### src/mpq_pkg.sv
// Shared types and codes for the max priority queue.
// Used by mpq_cmp and max_priority_queue_unit; no dependencies.
package mpq_pkg;

   // Field widths fixed by the interface
   localparam int ID_W    = 32;
   localparam int PRIO_W  = 16;
   localparam int STAT_W  = 2;
   localparam int COUNT_W = 9;
   localparam int ENTRY_W = ID_W + PRIO_W;

   // Operation codes
   localparam logic OP_PUSH = 1'b0;
   localparam logic OP_POP  = 1'b1;

   // Result status codes
   localparam logic [STAT_W-1:0] ST_DONE  = 2'd0;
   localparam logic [STAT_W-1:0] ST_FULL  = 2'd1;
   localparam logic [STAT_W-1:0] ST_EMPTY = 2'd2;

   // One heap slot
   typedef struct packed {
      logic signed [ID_W-1:0] id;
      logic [PRIO_W-1:0]      prio;
   } entry_type;

   // Sift direction for the shared compare unit
   localparam logic DIR_UP   = 1'b0;
   localparam logic DIR_DOWN = 1'b1;

   // Decision of one sift level
   typedef struct packed {
      logic move;
      logic pick_right;
   } decision_type;

endpackage

### src/mpq_cmp.sv
// Shared compare unit: decides one level of a sift up or a sift down.
// Depends on mpq_pkg.
module mpq_cmp (
   input  logic                          dir,
   input  logic [mpq_pkg::PRIO_W-1:0]    cur_prio,
   input  logic [mpq_pkg::PRIO_W-1:0]    cand_a_prio,
   input  logic [mpq_pkg::PRIO_W-1:0]    cand_b_prio,
   input  logic                          cand_b_ok,
   output mpq_pkg::decision_type         decision
);
   import mpq_pkg::*;

   logic [PRIO_W-1:0] cand_prio;
   logic [PRIO_W-1:0] lhs;
   logic [PRIO_W-1:0] rhs;
   logic              pick_right;

   // Choose the larger child; the right one wins a tie
   assign pick_right = (dir == DIR_DOWN) && cand_b_ok && !(cand_a_prio > cand_b_prio);
   assign cand_prio  = pick_right ? cand_b_prio : cand_a_prio;

   // Up moves when the entry beats its parent, down when the child beats the entry
   assign lhs = (dir == DIR_UP) ? cur_prio : cand_prio;
   assign rhs = (dir == DIR_UP) ? cand_prio : cur_prio;

   assign decision.move       = lhs > rhs;
   assign decision.pick_right = pick_right;

endmodule

### config.mk
export PLATFORM = sky130hd
export DESIGN_NAME = mpq_cmp
export DESIGN_NICKNAME = d
export VERILOG_FILES = /design/src/mpq_pkg.sv /design/src/mpq_cmp.sv
export SDC_FILE = /design/constraint.sdc
export NUM_CORES = 1
export LEC_CHECK = 0
export ABC_AREA = 1
export BUFFER_PORTS_ARGS = -buffer_cell sky130_fd_sc_hd__buf_4
export CAP_MARGIN = 0
export CORE_MARGIN = 2
export CORE_UTILIZATION = 50
export DETAILED_ROUTE_END_ITERATION = 10
export PLACE_DENSITY = 0.81
export SLEW_MARGIN = 20
export SYNTH_ARGS = -nofsm -noshare
export SYNTH_HDL_FRONTEND = slang
export SYNTH_SLANG_ARGS = --single-unit
export TNS_END_PERCENT = 10
### constraint.sdc
create_clock -name vclk -period 2.4
set_clock_uncertainty 0.2 [all_clocks]
set_input_delay 0.12 -clock vclk [all_inputs]
set_output_delay 0.12 -clock vclk [all_outputs]
set_load 0.005 [all_outputs]
Yosys cells after proc, flatten, opt, wreduce, memory -nomap -nowiden. Index checks and enable logic that the tools add are counted.

Output and inout bits: 2. Flip-flop bits (word level): 0.

Reductions and logical operators: 3. Muxes and demuxes: 3. Magnitude comparators: 2.

Operator list (count): 16-bit 2-to-1 mux (3); 16-bit > comparator (2); 1-bit logical AND (2); 1-bit logical NOT (1).

Longest topological paths before layout.
Word-level depth: 6. Mapped depth: 25. Depth with buffers taken out: 24.

Worst setup path before layout. OpenSTA, ideal clock, no wires.

Kind: input port to output port. Start point: input cand_b_prio[11] in the netlist's numbering. End point: output decision[1] in the netlist's numbering. Arrival: 2.286 ns. Path buffers: 1. Stages: 17. Path slack: -0.206 ns. Data required time: 2.080 ns. Cells stage by stage: inv_1 ha_1 a21oi_1 nand2_1 a21oi_1 nand2_2 nand2_4 buf_2 nand3_1 nand3_1 nand2_1 ha_1 nand2_1 nor4_1 inv_1 nor4_1 a21oi_1.

RTL lines: start, declared (line mpq_cmp.sv:7) `input logic [mpq_pkg::PRIO_W-1:0] cand_b_prio,`; end, declared (line mpq_cmp.sv:9) `output mpq_pkg::decision_type decision`.

==> impl_results.md <==
* Area Overhead vs Synth at 48.11%
* Cell Chain, Critical Path: buf_4, ha_1, nand2_1, nand2_1, nand3_1, nand2_1, a21oi_2, nand2_2, nand2_4, buf_12, nand3_1, nand3_1, nand2_1, ha_1, nand2_2, nor4_4, inv_1, nor4_2, a21oi_1, buf_4
* Die area at 3856 um^2
* Final setup fails at 1
* # hold bufs at CTS at 0
* Crit. End Element: output pin
* Worst-margin pin slew at 339.5 ps
* Mapped Nets at 396
* Post CTS Setup Buffer Count at 0
* Seq_cells at 0
* VDD IR max at roughly 0.13 mV
* Total vias in the final route at around 2.3k
* Syn. warnings at 0
* Initial DRC count at around 130
* First-pass iteration count of the detailed router at 4
* WHS at between 700 and 800 ps
* WHS Path Cells at 9
* Detailed-route wire length at 5041 um
* DRC at 0
* Post-Synthesis Cells at 314
* Dpl hpwl at about 3900 um
* Critical path startpoint: cand_a_prio[9]
* Row cnt at 21
* Clkbuf count at 0
* Failing checks: negative setup slack
* I/O Buffers at 52
* Register area at 0 um^2
* Fin worst setup slack at -694.7 ps
* Tmin final at 3095 ps
* Final hold viol count at 0
* Worst hold-check path type: in2out
* Fill cells at 281
* RSZ-0062 raised after global routing: true
* Syn_area_per_cell at 5.375 um^2
* Relative slew margins at 0.7734
* Worst Setup EP: decision[1]
* Crit path largest cell delay at 320 ps
* Leakage power at 1.489 nW
* First-pass GRT wire length at 8514 um
* Clock power share at 0
* Worst Setup Path Type: in2out
* ANT nets after route at 0
* Die height at about 62 um
* Ant diodes at 0
* CP Data Required Time at 2080 ps
* Drt wl/cell at around 12 um
* Status: finished with violations
* Initial Util at 0.5139
* Tcrit/Tclk final at 1.289
* Placer Congestion at 0.9067
* Sw Ratio at 0.5081
* Post-synth cell types at 23
* Comb pwr share at 1.000
* Pin count of the biggest net entering global routing at 32
* Cell Int Power at 266.4 uW
* Critical path arrival at 2770 ps
* CP max FO at 12
* Final net count at 475
* Layout cell share with drive strength beyond 1 at 0.3171
* CP startpoint kind: primary input
* Maxcap violations at 0
* Critical path's slowest cell: ha_1
* Synth Cell Area at between 1500 and 2000 um^2
* Gr ovfl total at 0
* Cell mode on critical path: nand2_1
* Sequential share of power at 0
* Highest clock rate at 0.3231 GHz
* Total Power at 541.4 uW
* I/O pin total at 52
* Post-synthesis sequential area ratio at 0
* DIE WIDTH at 62.10 um
* Initial antenna violation count at 0
* Vias in the first global route at about 2.1k
* Slew Viols, Final at 0
* Switch Pwr at 275.1 uW
* Core footprint at 3284 um^2
* Power per cell area at 216.6 nW/um^2
* Drt via density at 5.229
* Total Routing Usage GR at 0.2508
what timing repair did:
item,CTS,global route
resized for setup,2,14
setup endpoints to repair,1,1
cloned,0,0
cells by family (layout without fill, tap and decap cells):
group | Yosys count | count (layout) | synth area share
AND/OR/NAND/NOR | 202 | 202 | 0.5456
buffers and inverters | 58 | 135 | 0.1490
adder cells (fa/ha/maj) | 32 | 32 | 0.2372
AO/OA/AOI/OAI | 22 | 22 | 0.06820
layout make-up:
class	instances	area, um^2	share of cell area
multi-input cells	256	1525	0.6101
inverters	42	157.7	0.06306
repair buffers	93	759.5	0.3038
well taps	46	57.56	0.02302
power groups by stage:
| stage | clock [mW] | combinational (mW) | sequential, mW |
|---|---|---|---|
| floorplan | 0 | 0.281 | 0 |
| global placement | 0 | 0.483 | 0 |
| detailed placement | 0 | 0.497 | 0 |
| CTS | 0 | 0.505 | 0 |
| global route | 0 | 0.605 | 0 |
| finish | 0 | 0.541 | 0 |
Yosys cell counts, drive strengths merged:
cell type | count | area, um^2
clkbuf | 6 | 22.52
buf | 10 | 71.31
ha | 32 | 400.4
a21o | 1 | 7.510
clkinv | 1 | 3.750
nand4 | 2 | 12.51
nor3 | 1 | 10.01
nor2 | 6 | 22.52
inv | 41 | 153.9
nand2 | 108 | 422.9
o21ai | 4 | 20.01
o211ai | 1 | 7.510
a21oi | 16 | 80.08
or2 | 16 | 100.1
nand3 | 67 | 340.3
nor4 | 2 | 12.51
cell usage in the layout (no fill, tap or decap):
cell type / count
o211ai_1: 1
or2_2: 16
ha_4: 3
nor4_4: 1
inv_1: 41
buf_6: 3
clkinv_1: 1
ha_1: 29
nand2_4: 1
buf_4: 86
buf_12: 4
a21oi_1: 14
a21o_1: 1
o21ai_1: 2
nor2_1: 6
nand3_2: 1
nand2_1: 102
nand2_8: 1
nand2_2: 4
nor4_2: 1
nand4_1: 2
o21ai_0: 2
nor3_4: 1
a21oi_2: 2
nand3_1: 66
layer usage:
metal / vias up / global-route usage / routed length, um
met5: - / 0 / 0
met3: 18 / 0.01449 / 274
li1: 1177 / - / -
met2: 102 / 0.4701 / 2479
met4: 0 / 0.05556 / 135
met1: 988 / 0.3142 / 2151
worst min path at each step:
stage / startpoint / to / slack [ps]
floorplan: cur_prio[15] / decision[1] / 540
global route: cur_prio[15] / decision[1] / 880
global placement: cur_prio[7] / decision[1] / 790
detailed placement: cur_prio[7] / decision[1] / 810
CTS: cur_prio[7] / decision[1] / 810
finish: cur_prio[7] / decision[1] / 800
metrics by stage:
step	util	setup TNS, ps	std cells	area (um^2)	setup slack, ps
floorplan	-	-158.2	314	1697	-158.2
global placement	0.7326	-621.1	437	2406	-621.1
detailed placement	0.7326	-673.9	437	2406	-673.9
CTS	0.7364	-646.2	437	2419	-646.2
global route	0.7611	-915.5	437	2500	-915.5
finish	0.7611	-694.7	437	2500	-694.7
critical path: cells and delay by family:
kind            cells  cell delay [ps]
compound gates      2              240
buf+inv             4              490
simple gates       12             1280
fa+ha+maj           2              630
(Power assumes the default switching activity.)
